$ cat config.mk
export PLATFORM = sky130hd
export DESIGN_NAME = sliding_window_sender
export DESIGN_NICKNAME = d
export VERILOG_FILES = /design/src/rtl/core/swsnd_pkg.sv /design/src/rtl/core/sliding_window_sender.sv
export SDC_FILE = /design/constraint.sdc
export NUM_CORES = 1
export LEC_CHECK = 0
export BUFFER_PORTS_ARGS = -buffer_cell sky130_fd_sc_hd__buf_2
export CELL_PAD_IN_SITES_DETAIL_PLACEMENT = 1
export CELL_PAD_IN_SITES_GLOBAL_PLACEMENT = 2
export CORE_ASPECT_RATIO = 0.5
export CORE_MARGIN = 8
export CORE_UTILIZATION = 40
export CTS_CLUSTER_DIAMETER = 120
export DETAILED_ROUTE_END_ITERATION = 10
export PLACE_DENSITY_LB_ADDON = 0.25
export SLEW_MARGIN = 20
export SYNTH_ARGS = -nofsm -noshare
export SYNTH_HDL_FRONTEND = slang
export SYNTH_SLANG_ARGS = --single-unit
$ cat constraint.sdc
create_clock -name clk -period 10.05 [get_ports clk]
set_clock_uncertainty 0.2 [all_clocks]
set_input_delay 2.01 -clock clk [delete_from_list [all_inputs] [get_ports clk]]
set_output_delay 2.01 -clock clk [all_outputs]
set_load 0.01 [all_outputs]
$ cat src/rtl/core/swsnd_pkg.sv
// Shared types, codes and the control program of the sliding window sender.
package swsnd_pkg;

  // Default sizing and the fixed limits of the protocol.
  localparam int DEF_RING_DEPTH = 16;
  localparam int DEF_MAX_CHUNK  = 1024;
  localparam int WIN_MAX        = 16;
  localparam int EOF_MAX        = 32;

  // Field widths.
  localparam int KIND_W  = 2;
  localparam int LEN_W   = 11;
  localparam int SEQ_W   = 32;
  localparam int PEND_W  = 5;
  localparam int WL_W    = 5;
  localparam int REP_W   = 6;
  localparam int STEP_W  = 4;
  localparam int APB_AW  = 3;
  localparam int APB_DW  = 32;

  // Register reset values.
  localparam logic [WL_W-1:0]  WIN_RESET = WL_W'(10);
  localparam logic [REP_W-1:0] REP_RESET = REP_W'(21);

  // Register indexes, taken from paddr[2].
  localparam logic REG_WINDOW_LIMIT = 1'b0;
  localparam logic REG_END_REPEATS  = 1'b1;

  // Item kinds.
  localparam logic [KIND_W-1:0] KIND_DATA    = 2'd0;
  localparam logic [KIND_W-1:0] KIND_ACK     = 2'd1;
  localparam logic [KIND_W-1:0] KIND_TIMEOUT = 2'd2;

  // Result actions.
  typedef enum logic [3:0] {
    ACT_SEND         = 4'd0,
    ACT_RESEND       = 4'd1,
    ACT_SEND_EOF     = 4'd2,
    ACT_FULL         = 4'd3,
    ACT_ACK_OK       = 4'd4,
    ACT_ACK_IGNORED  = 4'd5,
    ACT_EOF_NOTED    = 4'd6,
    ACT_IGNORED      = 4'd7,
    ACT_IDLE_TIMEOUT = 4'd8
  } action_t;

  typedef struct packed {
    logic [KIND_W-1:0] kind;
    logic [LEN_W-1:0]  chunk_len;
    logic [SEQ_W-1:0]  ack_number;
  } item_t;

  typedef struct packed {
    action_t           action;
    logic [SEQ_W-1:0]  seq_number;
    logic [LEN_W-1:0]  length;
    logic [PEND_W-1:0] outstanding;
    logic              last;
  } result_t;

  // Datapath operations of one step.
  typedef enum logic [2:0] {
    OP_NONE,
    OP_SEND,
    OP_NOTE,
    OP_ACK_MORE,
    OP_ACK_LAST,
    OP_FIN_ACK,
    OP_FIN_EOF,
    OP_WALK
  } uop_t;

  typedef enum logic [1:0] {SSEL_ZERO, SSEL_NEXT, SSEL_RING} seq_sel_t;
  typedef enum logic [1:0] {LSEL_ZERO, LSEL_INPUT, LSEL_RING} len_sel_t;
  typedef enum logic {LAST_ALWAYS, LAST_ON_COUNT_ONE} last_sel_t;
  typedef enum logic {RA_NEXT_OLDEST, RA_WALK} raddr_sel_t;
  typedef enum logic [1:0] {FLOW_DISPATCH, FLOW_JUMP, FLOW_LOOP} flow_t;

  typedef struct packed {
    uop_t              op;
    logic              emit;
    action_t           act;
    seq_sel_t          seq_sel;
    len_sel_t          len_sel;
    last_sel_t         last_sel;
    logic              cnt_dec;
    raddr_sel_t        raddr_sel;
    flow_t             flow;
    logic [STEP_W-1:0] target;
  } ctrl_word_t;

  // Program addresses.
  localparam logic [STEP_W-1:0] STEP_IDLE     = 4'd0;
  localparam logic [STEP_W-1:0] STEP_IGNORE   = 4'd1;
  localparam logic [STEP_W-1:0] STEP_FULL     = 4'd2;
  localparam logic [STEP_W-1:0] STEP_ACK_IGN  = 4'd3;
  localparam logic [STEP_W-1:0] STEP_IDLE_TO  = 4'd4;
  localparam logic [STEP_W-1:0] STEP_NOTE     = 4'd5;
  localparam logic [STEP_W-1:0] STEP_SEND     = 4'd6;
  localparam logic [STEP_W-1:0] STEP_ACK_MORE = 4'd7;
  localparam logic [STEP_W-1:0] STEP_ACK_LAST = 4'd8;
  localparam logic [STEP_W-1:0] STEP_FIN_ACK  = 4'd9;
  localparam logic [STEP_W-1:0] STEP_FIN_EOF  = 4'd10;
  localparam logic [STEP_W-1:0] STEP_EOF_LOOP = 4'd11;
  localparam logic [STEP_W-1:0] STEP_TO_PRIME = 4'd12;
  localparam logic [STEP_W-1:0] STEP_TO_LOOP  = 4'd13;

  // The control store: one control word for each program address.
  function automatic ctrl_word_t ucode(input logic [STEP_W-1:0] step);
    ctrl_word_t w;
    w.op        = OP_NONE;
    w.emit      = 1'b0;
    w.act       = ACT_IGNORED;
    w.seq_sel   = SSEL_ZERO;
    w.len_sel   = LSEL_ZERO;
    w.last_sel  = LAST_ALWAYS;
    w.cnt_dec   = 1'b0;
    w.raddr_sel = RA_NEXT_OLDEST;
    w.flow      = FLOW_JUMP;
    w.target    = STEP_IDLE;
    case (step)
      STEP_IDLE: begin
        w.flow = FLOW_DISPATCH;
      end
      STEP_IGNORE: begin
        w.emit = 1'b1;
        w.act  = ACT_IGNORED;
      end
      STEP_FULL: begin
        w.emit = 1'b1;
        w.act  = ACT_FULL;
      end
      STEP_ACK_IGN: begin
        w.emit = 1'b1;
        w.act  = ACT_ACK_IGNORED;
      end
      STEP_IDLE_TO: begin
        w.emit = 1'b1;
        w.act  = ACT_IDLE_TIMEOUT;
      end
      STEP_NOTE: begin
        w.op   = OP_NOTE;
        w.emit = 1'b1;
        w.act  = ACT_EOF_NOTED;
      end
      STEP_SEND: begin
        w.op      = OP_SEND;
        w.emit    = 1'b1;
        w.act     = ACT_SEND;
        w.seq_sel = SSEL_NEXT;
        w.len_sel = LSEL_INPUT;
      end
      STEP_ACK_MORE: begin
        w.op   = OP_ACK_MORE;
        w.emit = 1'b1;
        w.act  = ACT_ACK_OK;
      end
      STEP_ACK_LAST: begin
        w.op   = OP_ACK_LAST;
        w.emit = 1'b1;
        w.act  = ACT_ACK_OK;
      end
      STEP_FIN_ACK: begin
        w.op     = OP_FIN_ACK;
        w.target = STEP_EOF_LOOP;
      end
      STEP_FIN_EOF: begin
        w.op     = OP_FIN_EOF;
        w.target = STEP_EOF_LOOP;
      end
      STEP_EOF_LOOP: begin
        w.emit     = 1'b1;
        w.act      = ACT_SEND_EOF;
        w.seq_sel  = SSEL_NEXT;
        w.last_sel = LAST_ON_COUNT_ONE;
        w.cnt_dec  = 1'b1;
        w.flow     = FLOW_LOOP;
      end
      STEP_TO_PRIME: begin
        w.op        = OP_WALK;
        w.raddr_sel = RA_WALK;
        w.target    = STEP_TO_LOOP;
      end
      STEP_TO_LOOP: begin
        w.op        = OP_WALK;
        w.raddr_sel = RA_WALK;
        w.emit      = 1'b1;
        w.act       = ACT_RESEND;
        w.seq_sel   = SSEL_RING;
        w.len_sel   = LSEL_RING;
        w.last_sel  = LAST_ON_COUNT_ONE;
        w.cnt_dec   = 1'b1;
        w.flow      = FLOW_LOOP;
      end
      default: begin
        w.target = STEP_IDLE;
      end
    endcase
    return w;
  endfunction

endpackage

$ cat src/rtl/core/sliding_window_sender.sv
// Go-back-N sender bookkeeping: a microcoded sequencer over a ring of chunk records.
// An item is taken when start is high and busy low; a timeout or end of file runs a setup
// step (TO_PRIME, FIN_EOF or FIN_ACK) before its first result.
// Data, ack and single-result items give one result; a timeout resends each of the N chunks
// outstanding, and end of file sends R copies, whether it comes with the item or
// with the last ack. Results come one a cycle and cannot be stalled.
// Synchronous reset clears control state and presets registers; the ring is left undefined.
module sliding_window_sender #(
  parameter int RING_DEPTH = swsnd_pkg::DEF_RING_DEPTH,
  parameter int MAX_CHUNK  = swsnd_pkg::DEF_MAX_CHUNK
) (
  input  logic                                clk,
  input  logic                                rst,
  input  logic                                psel,
  input  logic                                penable,
  input  logic                                pwrite,
  input  logic [swsnd_pkg::APB_AW-1:0]        paddr,
  input  logic [swsnd_pkg::APB_DW-1:0]        pwdata,
  output logic [swsnd_pkg::APB_DW-1:0]        prdata,
  output logic                                pready,
  input  logic                                start,
  input  swsnd_pkg::item_t                    item,
  output logic                                busy,
  output logic                                result_valid,
  output swsnd_pkg::result_t                  result
);
  import swsnd_pkg::*;

  localparam int SLOT_W  = $clog2(RING_DEPTH);
  localparam int WinCeil = (RING_DEPTH < WIN_MAX) ? RING_DEPTH : WIN_MAX;
  localparam int LenCap  = (MAX_CHUNK > 2047) ? 2047 : MAX_CHUNK;
  localparam logic [WL_W-1:0]   WIN_CEIL_V = WL_W'(WinCeil);
  localparam logic [REP_W-1:0]  REP_CEIL_V = REP_W'(EOF_MAX);
  localparam logic [LEN_W-1:0]  LEN_CAP_V  = LEN_W'(LenCap);
  localparam logic [SLOT_W-1:0] SLOT_LAST  = SLOT_W'(RING_DEPTH - 1);
  localparam logic [REP_W-1:0]  COUNT_ONE  = REP_W'(1);
  localparam logic [PEND_W-1:0] PEND_CEIL_V = PEND_W'(WinCeil);

  function automatic logic [SLOT_W-1:0] slot_inc(input logic [SLOT_W-1:0] s);
    return (s == SLOT_LAST) ? '0 : s + 1'b1;
  endfunction

  // Configuration registers.
  logic [WL_W-1:0]  window_limit;
  logic [REP_W-1:0] end_repeats;

  // Ring of outstanding chunks.
  logic [SEQ_W-1:0] ring_seq [RING_DEPTH];
  logic [LEN_W-1:0] ring_len [RING_DEPTH];
  logic [SEQ_W-1:0] rd_seq;
  logic [LEN_W-1:0] rd_len;
  logic [SLOT_W-1:0] raddr;
  logic              wr_en;
  logic [SLOT_W-1:0] waddr;

  // Window state.
  logic [SLOT_W-1:0] oldest_slot, oldest_slot_next;
  logic [SLOT_W-1:0] newest_slot, newest_slot_next;
  logic [PEND_W-1:0] pending_count, pending_count_next;
  logic [SEQ_W-1:0]  next_seq, next_seq_next;
  logic [SEQ_W-1:0]  expected_ack, expected_ack_next;
  logic              expected_valid, expected_valid_next;
  logic              end_seen, end_seen_next;
  logic              finished, finished_next;

  // Sequencer and scratch registers.
  logic [STEP_W-1:0] upc, upc_next;
  logic [SLOT_W-1:0] walk_slot, walk_slot_next;
  logic [REP_W-1:0]  count, count_next;
  logic [LEN_W-1:0]  in_len;

  ctrl_word_t        cw;
  logic              accept;
  logic              ack_hit;
  logic [WL_W-1:0]   win_eff;
  logic [REP_W-1:0]  rep_eff;
  logic [LEN_W-1:0]  len_sat;
  logic [STEP_W-1:0] dispatch_step;
  logic              cfg_write;

  assign cw     = ucode(upc);
  assign busy   = (upc != STEP_IDLE);
  assign accept = start && !busy;
  assign pready = 1'b1;

  // Register port: writes complete in the access phase; reads return the stored value.
  assign cfg_write = psel && penable && pwrite;
  assign prdata = (paddr[2] == REG_END_REPEATS) ? {{(APB_DW-REP_W){1'b0}}, end_repeats}
                                                : {{(APB_DW-WL_W){1'b0}}, window_limit};

  always_ff @(posedge clk) begin
    if (rst) begin
      window_limit <= WIN_RESET;
      end_repeats  <= REP_RESET;
    end else if (cfg_write) begin
      if (paddr[2] == REG_WINDOW_LIMIT) begin
        window_limit <= pwdata[WL_W-1:0];
      end else begin
        end_repeats <= pwdata[REP_W-1:0];
      end
    end
  end

  // Effective limits with out-of-range settings clamped.
  always_comb begin
    if (window_limit == '0) begin
      win_eff = WL_W'(1);
    end else if (window_limit > WIN_CEIL_V) begin
      win_eff = WIN_CEIL_V;
    end else begin
      win_eff = window_limit;
    end
    if (end_repeats == '0) begin
      rep_eff = COUNT_ONE;
    end else if (end_repeats > REP_CEIL_V) begin
      rep_eff = REP_CEIL_V;
    end else begin
      rep_eff = end_repeats;
    end
  end

  assign len_sat = (item.chunk_len > LEN_CAP_V) ? LEN_CAP_V : item.chunk_len;
  assign ack_hit = expected_valid && (pending_count != '0) &&
                   (item.ack_number == expected_ack);

  // Dispatch: pick the routine entry for the incoming item.
  always_comb begin
    dispatch_step = STEP_IGNORE;
    if (!finished) begin
      case (item.kind)
        KIND_DATA: begin
          if (end_seen) begin
            dispatch_step = STEP_IGNORE;
          end else if (item.chunk_len == '0) begin
            dispatch_step = (pending_count == '0) ? STEP_FIN_EOF : STEP_NOTE;
          end else if (pending_count >= win_eff) begin
            dispatch_step = STEP_FULL;
          end else begin
            dispatch_step = STEP_SEND;
          end
        end
        KIND_ACK: begin
          if (!ack_hit) begin
            dispatch_step = STEP_ACK_IGN;
          end else if (pending_count == PEND_W'(1)) begin
            dispatch_step = end_seen ? STEP_FIN_ACK : STEP_ACK_LAST;
          end else begin
            dispatch_step = STEP_ACK_MORE;
          end
        end
        KIND_TIMEOUT: begin
          dispatch_step = (pending_count == '0) ? STEP_IDLE_TO : STEP_TO_PRIME;
        end
        default: begin
          dispatch_step = STEP_IGNORE;
        end
      endcase
    end
  end

  // Step sequencing.
  always_comb begin
    case (cw.flow)
      FLOW_DISPATCH: upc_next = accept ? dispatch_step : STEP_IDLE;
      FLOW_JUMP:     upc_next = cw.target;
      FLOW_LOOP:     upc_next = (count == COUNT_ONE) ? cw.target : upc;
      default:       upc_next = STEP_IDLE;
    endcase
  end

  // Datapath operations selected by the control word.
  always_comb begin
    oldest_slot_next    = oldest_slot;
    newest_slot_next    = newest_slot;
    pending_count_next  = pending_count;
    next_seq_next       = next_seq;
    expected_ack_next   = expected_ack;
    expected_valid_next = expected_valid;
    end_seen_next       = end_seen;
    finished_next       = finished;
    walk_slot_next      = walk_slot;
    count_next          = count;
    if (cw.flow == FLOW_DISPATCH && accept) begin
      walk_slot_next = oldest_slot;
      count_next     = {{(REP_W-PEND_W){1'b0}}, pending_count};
    end
    case (cw.op)
      OP_SEND: begin
        newest_slot_next   = slot_inc(newest_slot);
        next_seq_next      = next_seq + {{(SEQ_W-LEN_W){1'b0}}, in_len};
        pending_count_next = pending_count + 1'b1;
        if (!expected_valid) begin
          expected_ack_next   = next_seq + {{(SEQ_W-LEN_W){1'b0}}, in_len};
          expected_valid_next = 1'b1;
        end
      end
      OP_NOTE: begin
        end_seen_next = 1'b1;
      end
      OP_ACK_MORE: begin
        oldest_slot_next   = slot_inc(oldest_slot);
        pending_count_next = pending_count - 1'b1;
        expected_ack_next  = rd_seq + {{(SEQ_W-LEN_W){1'b0}}, rd_len};
      end
      OP_ACK_LAST: begin
        oldest_slot_next    = slot_inc(oldest_slot);
        pending_count_next  = pending_count - 1'b1;
        expected_ack_next   = '0;
        expected_valid_next = 1'b0;
      end
      OP_FIN_ACK: begin
        oldest_slot_next    = slot_inc(oldest_slot);
        pending_count_next  = pending_count - 1'b1;
        expected_ack_next   = '0;
        expected_valid_next = 1'b0;
        finished_next       = 1'b1;
        count_next          = rep_eff;
      end
      OP_FIN_EOF: begin
        end_seen_next = 1'b1;
        finished_next = 1'b1;
        count_next    = rep_eff;
      end
      OP_WALK: begin
        walk_slot_next = slot_inc(walk_slot);
      end
      default: begin
      end
    endcase
    if (cw.cnt_dec) begin
      count_next = count - 1'b1;
    end
  end

  always_ff @(posedge clk) begin
    if (rst) begin
      upc            <= STEP_IDLE;
      oldest_slot    <= '0;
      newest_slot    <= SLOT_LAST;
      pending_count  <= '0;
      next_seq       <= '0;
      expected_ack   <= '0;
      expected_valid <= 1'b0;
      end_seen       <= 1'b0;
      finished       <= 1'b0;
      walk_slot      <= '0;
      count          <= '0;
    end else begin
      upc            <= upc_next;
      oldest_slot    <= oldest_slot_next;
      newest_slot    <= newest_slot_next;
      pending_count  <= pending_count_next;
      next_seq       <= next_seq_next;
      expected_ack   <= expected_ack_next;
      expected_valid <= expected_valid_next;
      end_seen       <= end_seen_next;
      finished       <= finished_next;
      walk_slot      <= walk_slot_next;
      count          <= count_next;
    end
  end

  // The item's clamped length is held for the routine.
  always_ff @(posedge clk) begin
    if (accept) begin
      in_len <= len_sat;
    end
  end

  // Ring memory: one write port, one registered read port.
  assign wr_en = (cw.op == OP_SEND);
  assign waddr = slot_inc(newest_slot);
  assign raddr = (cw.raddr_sel == RA_WALK) ? walk_slot : slot_inc(oldest_slot);

  always_ff @(posedge clk) begin
    if (wr_en) begin
      ring_seq[waddr] <= next_seq;
      ring_len[waddr] <= in_len;
    end
    rd_seq <= ring_seq[raddr];
    rd_len <= ring_len[raddr];
  end

  // Result register: each result is shown for exactly one cycle.
  always_ff @(posedge clk) begin
    if (rst) begin
      result_valid <= 1'b0;
    end else begin
      result_valid <= cw.emit;
    end
  end

  always_ff @(posedge clk) begin
    if (cw.emit) begin
      result.action <= cw.act;
      case (cw.seq_sel)
        SSEL_NEXT: result.seq_number <= next_seq;
        SSEL_RING: result.seq_number <= rd_seq;
        default:   result.seq_number <= '0;
      endcase
      case (cw.len_sel)
        LSEL_INPUT: result.length <= in_len;
        LSEL_RING:  result.length <= rd_len;
        default:    result.length <= '0;
      endcase
      result.outstanding <= pending_count_next;
      result.last        <= (cw.last_sel == LAST_ALWAYS) || (count == COUNT_ONE);
    end
  end

  // Checks on the window bookkeeping and the sequencer.
  a_pending_bound: assert property (@(posedge clk) disable iff (rst)
    pending_count <= PEND_CEIL_V)
    else $error("more chunks outstanding than the ring window allows");

  a_expect_tracks: assert property (@(posedge clk) disable iff (rst)
    expected_valid == (pending_count != '0))
    else $error("expected ack validity out of step with the outstanding count");

  a_finish_empty: assert property (@(posedge clk) disable iff (rst)
    finished |-> (pending_count == '0))
    else $error("finished with chunks still outstanding");

  a_last_frees: assert property (@(posedge clk) disable iff (rst)
    (result_valid && result.last) |-> !busy)
    else $error("final result shown while the sequencer is still busy");

  a_result_cause: assert property (@(posedge clk) disable iff (rst)
    result_valid |-> $past(busy))
    else $error("result strobe without a routine running");

endmodule
==> impl_metrics.ini, run 1 <==
[synth]
flops_latches_synth = 901
synth-adder-area-share_pct = 1.51
synth_edf_count = 752
yosys.area.top_type = sky130_fd_sc_hd__edfxtp_1
synth_top_flop_cell = sky130_fd_sc_hd__edfxtp_1
netlist_area_um2 = 38400
synth_top_area_share_pct = 58.9
ys_types = 80
synthMostInstantiatedCell = sky130_fd_sc_hd__edfxtp_1
netlist_instances = 2726
synth_compound_area_share_pct = 7.81
main_combinational_cell_family_by_area_after_synthesis = multiplexers
synth_area_per_cell_um2 = 14.1
xor_xnor_cell_area_share_of_the_yosys_netlist_pct = 2.60
yosys-top-cells-count = 752 x sky130_fd_sc_hd__edfxtp_1, 348 x sky130_fd_sc_hd__mux2i_1, 280 x sky130_fd_sc_hd__nor2_1, 150 x sky130_fd_sc_hd__a21oi_1, 149 x sky130_fd_sc_hd__dfxtp_1
post_synthesis_sequential_area_ratio_pct = 66.6
yosysWarnings = 0
synth-simple-area-share_pct = 6.74
yosys-mux-area-fraction_pct = 11.8
asyncSetResetFlopFracSynth_pct = 0
ranking_of_synthesized_cells_by_area = sky130_fd_sc_hd__edfxtp_1 59%, sky130_fd_sc_hd__mux2i_1 9.1%, sky130_fd_sc_hd__dfxtp_1 7.8%

[final_layout]
final_nets = 2951
layout.filler_cells = 9560
synthToLayoutAreaGrowth_pct = 12.2
final_layout_size_suffix_gt1_share_pct = 14.9
final_cells = 4162

[setup_path]
critical_path.top_delay_family = multiplexers
cp_slowest_stage_delay_ns = 0.36
cp_common_cell = sky130_fd_sc_hd__buf_2
worstPathArrival_ns = 2.70
worstPathCellList = buf_2, mux2_2, buf_2
timing.critical_path.slowest_stage_cell = sky130_fd_sc_hd__mux2_2
worstSetupPathType = primary input to output pin
largest_fanout_on_the_critical_path = 9
data_required_time_at_the_worst_endpoint_ns = 7.84
timing.critical_path.buf_inv = 2
worst_setup_path_start_kind = primary input
critPathCaptureType = output pin

[route]
drt_pre_antenna_iters = 5
drc = 0
detail_route.wl_per_cell_um = 26.5
number_of_vias_in_the_routed_layout = 23100
avgViaCountPerCell = 5.56
antenna_violating_nets_post_route = 0
drt_iter0_drc = 1619
routed_wl_um = 110000

[floorplan]
boundaryPins = 174
initial_core_util_pct = 40.3
floorplan.die.width_um = 454
std_cell_rows = 80
total_die_area_um2 = 107000
core-area_um2 = 95200
fp.dieH_um = 235

[clocking]
htreeDepth = 3
number_of_clock_sinks_seen_by_cts = 901
root_buffer = sky130_fd_sc_hd__clkbuf_16
clkLatencyLatePin_ns = 0.67
cts_clock_pin_slew_for_the_worst_setup_and_hold_paths_ns = 0.07
cts_setup_buffers = 0
max-clock-path-buffers = 3
cts_tree = built
total_clock_buffers_created_by_cts = 85
post_cts.resized_instances = 0
cts-hold-fix-buffers = 0

[timing]
drv_slew = 0
worst_pin_slew_ns = 1.15
setup_viol_count_final = 0
finalHoldViolations = 0
max_freq_ghz = 0.204
summed_negative_setup_slack_over_all_endpoints_ns = 0
post-route-period-util_pct = 48.9
relSlewSlack_pct = 23.3
rsz0062_at_grt = no
period_needed_ns = 4.91
finalHoldWorstSlack_ns = 0.284

[pwr]
pwr-share-clk_pct = 42.6
p_per_area_nw_per_um2 = 179
cellLeakagePower_nw = 16.3
vdd_drop_max_mv = 0.119
comb_power_share_pct = 3.9
switchingPower_mw = 1.69
power_report.internal_total_mw = 6.00
switching_share_pct = 22.0
seq_power_share_pct = 53.5

[min_path]
hp_class = register to register

[global_routing]
grt_remaining_overflow = 0
grt_usage_pct = 20.0
grt_antenna_before_repair = 6
grt_pass1_vias = 23700
pin_count_of_the_biggest_net_entering_global_routing = 119
wire_length_of_the_first_global_routing_pass_um = 159000

[placed_design]
placed_cells_incl_taps = 4004
place.detailed.hpwl_um = 65800
place_congestion = 0.811
port_buffers = 118

[flow_run]
drv.max_cap_violation_count = 0

[outcome]
status = finished clean
==> registers in the layout (all words and copies together) (netlist names), 5 cells and up <==
name,count
count,6
ring_len,176
pending_count,5
next_seq,32
rd_len,11
end_repeats,6
window_limit,5
expected_ack,32
result,53
ring_seq,512
in_len,11
rd_seq,32
==> worst reg2reg max path, stage by stage (launching register included) <==
cell	delay [ns]
sky130_fd_sc_hd__dfxtp_1	0.62
sky130_fd_sc_hd__and3b_1	0.58
sky130_fd_sc_hd__nor2_1	0.16
sky130_fd_sc_hd__a21oi_4	0.16
sky130_fd_sc_hd__buf_12	0.46
sky130_fd_sc_hd__buf_4	1.18
sky130_fd_sc_hd__mux2i_1	0.32
sky130_fd_sc_hd__mux2i_1	0.10
sky130_fd_sc_hd__a22oi_1	0.32
sky130_fd_sc_hd__o221ai_1	0.17
==> layout by cell type (no fill, tap or decap), drive strengths merged, types with 4 or more instances in the layout <==
master	count
clkbuf	110
nor4	11
dfxtp	149
a221oi	17
nor3b	6
bufinv	8
and2	4
mux2	92
nand2	105
edfxtp	752
nand4	19
a21o	9
mux2i	348
nand4b	4
xor2	68
buf	164
clkinv	36
nor2b	24
a22oi	95
o221ai	46
o21bai	4
nor3	45
o21ai	42
inv	32
a31oi	10
xnor2	46
and3	9
nand3b	5
o211ai	7
nand3	31
nand2b	11
a211oi	16
ha	43
a21oi	154
a311oi	8
conb	27
a211o	12
nor2	280
==> logic make-up (layout without fill, tap and decap cells) <==
logic type	Yosys count	after routing
AOI/OAI and AO/OA	443	443
xor gates and xnor gates	114	114
other	2	28
adders and majority gates	45	45
and+or+nand+nor	568	568
DFF	901	901
buffers and inverters	213	352
muxes	440	440
==> final cells by class <==
class                           count  area [um2]  area share (%)
Multi-Input combinational cell   1637       12000            27.8
Sequential cell                   901       25600            59.4
Tap cell                         1271        1590            3.70
Inverter                           31         116           0.270
Clock inverter                     47         505            1.17
Timing Repair Buffer              164         963            2.24
Antenna cell                        1        2.50         0.00582
Clock buffer                      110        2310            5.37
==> worst paths after layout <==
| kind | startpoint | end | slack [ns] | cells after the start |
|---|---|---|---|---|
| max reg2reg | upc[2]$_SDFFE_PP0P_ | rd_seq[9]$_DFF_P_ | 5.61 | 9 |
| max | paddr[2] | prdata[1] | 5.14 | 3 |
| min | count[5]$_SDFFE_PP0P_ | count[5]$_SDFFE_PP0P_ | 0.28 | 2 |
| min reg2reg | count[5]$_SDFFE_PP0P_ | count[5]$_SDFFE_PP0P_ | 0.28 | 2 |
==> power groups by stage <==
stage | logic (mW) | clock network, mW | registers, mW
detailed placement | 0.302 | 0 | 4.19
global placement | 0.300 | 0 | 4.19
CTS | 0.304 | 3.34 | 4.11
finish | 0.303 | 3.27 | 4.12
global route | 0.329 | 3.46 | 4.12
floorplan | 0.197 | 0 | 4.17
==> routing by layer <==
layer	track usage (%)	wire (um)
met2	31.0	49300
met3	4.36	7130
met4	4.29	2040
met1	28.8	51600
met5	0	0
==> metrics by stage <==
| stage | worst slack (ns) | power, mW | util (%) | area, um2 |
|---|---|---|---|---|
| 3_5_place_dp | 5.14 | 4.50 | 42.2 | 40200 |
| 2_1_floorplan | 5.20 | 4.36 | - | 38500 |
| 5_1_grt | 5.09 | 7.91 | 45.2 | 43000 |
| 4_1_cts | 5.13 | 7.76 | 45.2 | 43000 |
| 3_3_place_gp | 5.13 | 4.49 | 42.2 | 40200 |
| 6_report | 5.14 | 7.69 | 45.2 | 43000 |
Note: power is estimated with default switching activity, not from simulation.
==> inputs of run 2 (changes only) <==
clock period = 5 ns   (was 10.05 ns; I/O delays follow)
==> impl_metrics.ini, run 2 (synthesis gave the netlist of run 1 again) <==
[floorplan]
fp.dieH_um = 235
core-area_um2 = 95200
floorplan.die.width_um = 454
total_die_area_um2 = 107000
boundaryPins = 174
std_cell_rows = 80
initial_core_util_pct = 40.3

[route]
antenna_violating_nets_post_route = 0
drt_pre_antenna_iters = 5
detail_route.wl_per_cell_um = 26.7
drt_iter0_drc = 2227
routed_wl_um = 112000
drc = 0
avgViaCountPerCell = 5.63
number_of_vias_in_the_routed_layout = 23700

[placed_design]
place_congestion = 0.813
place.detailed.hpwl_um = 69400
port_buffers = 118
place_worst_setup_slack_ns = 0.986

[timing]
period_needed_ns = 4.13
max_freq_ghz = 0.242
relSlewSlack_pct = 24.4
post-route-period-util_pct = 82.6
setup_ws_ns = 0.871
rsz0062_at_grt = no
setup_viol_count_final = 0
summed_negative_setup_slack_over_all_endpoints_ns = 0
finalHoldViolations = 0
worst_pin_slew_ns = 1.13
drv_slew = 0

[final_layout]
synthToLayoutAreaGrowth_pct = 13.4
layout.filler_cells = 9541
final_layout_size_suffix_gt1_share_pct = 16.0
largest-register = ring_seq
layout_commonest_cell = sky130_fd_sc_hd__edfxtp_1
final_util_pct = 45.7
mostFrequentLayoutCells = 752 x sky130_fd_sc_hd__edfxtp_1, 348 x sky130_fd_sc_hd__mux2i_1, 261 x sky130_fd_sc_hd__nor2_1
top_regs = ring_seq: 512 flops, ring_len: 176 flops, result: 53 flops
final_nets = 2988
largest_register_ff_count = 512

[min_path]
hp-start = count[5]$_SDFFE_PP0P_
hp_class = register to register

[global_routing]
grt_pass1_vias = 24000
grt_usage_pct = 20.5
grt_remaining_overflow = 0
gr-usage-met3_pct = 4.31
grt_util_met1_pct = 30.6
grt_antenna_before_repair = 9
pin_count_of_the_biggest_net_entering_global_routing = 98
globalRoute.busiestLayer = met1
grt_use_met2_pct = 30.4
wire_length_of_the_first_global_routing_pass_um = 162000

[clocking]
root_buffer = sky130_fd_sc_hd__clkbuf_16
clkLatencyLatePin_ns = 0.70
total_clock_buffers_created_by_cts = 84
max-clock-path-buffers = 3
cts_tree = built
cts-hold-fix-buffers = 0
cts_setup_buffers = 0
htreeDepth = 3
post_cts.resized_instances = 0
number_of_clock_sinks_seen_by_cts = 901
cts_clock_pin_slew_for_the_worst_setup_and_hold_paths_ns = 0.06

[flow_run]
drv.max_cap_violation_count = 0

[pwr]
p_per_area_nw_per_um2 = 359
totalPowerFinal_mw = 15.6
vdd_drop_max_mv = 0.316
cellLeakagePower_nw = 16.5

[setup_path]
largest_fanout_on_the_critical_path = 32
worstPathArrival_ns = 4.40
setup.worst_path.start = upc[2]$_SDFFE_PP0P_
worstSetupPathType = register to register
critPathCaptureType = register
worst_setup_path_start_kind = register
data_required_time_at_the_worst_endpoint_ns = 5.27
worst_r2r_startpoint = upc[2]$_SDFFE_PP0P_

[outcome]
status = finished clean
## run 2: changes by cell type in the layout (fill, tap and decap cells not counted), sizes merged
cell	before	now
clkinvlp	2	3
bufinv	8	11
buf	164	202
clkbuf	110	100
inv	32	31
clkinv	36	44
## run 2: path summary, 6_finish.rpt
kind / to / slack (ns) / depth (start not counted)
worst max-delay path: rd_seq[16]$_DFF_P_ / 0.87 / 8
worst min-delay path: count[5]$_SDFFE_PP0P_ / 0.29 / 2
worst max register to register: rd_seq[16]$_DFF_P_ / 0.87 / 8
worst min register to register: count[5]$_SDFFE_PP0P_ / 0.29 / 2
## run 2: worst max-delay path, stage by stage, from the launching register on
cell and delay, ns:
sky130_fd_sc_hd__dfxtp_1 0.63, sky130_fd_sc_hd__and3b_1 0.56, sky130_fd_sc_hd__nor2_1 0.15, sky130_fd_sc_hd__a21oi_4 0.83
sky130_fd_sc_hd__buf_12 0.34, sky130_fd_sc_hd__mux2i_1 0.21, sky130_fd_sc_hd__mux2i_1 0.09, sky130_fd_sc_hd__a22oi_1 0.52
sky130_fd_sc_hd__o221ai_1 0.33
## run 2: cell type report
cell class / count / area (um2) / share of cell area [%]
clock buffer: 100 / 2170 / 4.99
clock inverter: 58 / 703 / 1.62
inverter: 31 / 116 / 0.268
timing repair buffer: 202 / 1370 / 3.16
sequential: 901 / 25600 / 58.8
antenna: 1 / 2.50 / 0.00575
multi-input combinational: 1637 / 12000 / 27.5
tap: 1271 / 1590 / 3.66
## run 2: metrics by stage
| stage | instance area (um2) | hold WS, ns | instances |
|---|---|---|---|
| after floorplan | 38500 | 0.247 | 2751 |
| after global placement | 40600 | 0.268 | 4042 |
| after detailed placement | 40600 | 0.284 | 4042 |
| after CTS | 43500 | 0.293 | 4200 |
| after global routing | 43500 | 0.317 | 4200 |
| final | 43500 | 0.294 | 4201 |
## run 2: power breakdown
group	leakage, nW	internal [mW]	switching (mW)	total, mW
clock	1.39	3.73	2.98	6.71
sequential	8.16	8.14	0.119	8.26
combinational	6.99	0.218	0.413	0.632
## run 2: metal layers
| metal | part of all wire (%) | vias to the layer above |
|---|---|---|
| met2 | 43 | 656 |
| met1 | 48 | 12300 |
| li1 | - | 10500 |
| met3 | 7.0 | 119 |
| met4 | 2.0 | 0 |
| met5 | 0 | - |
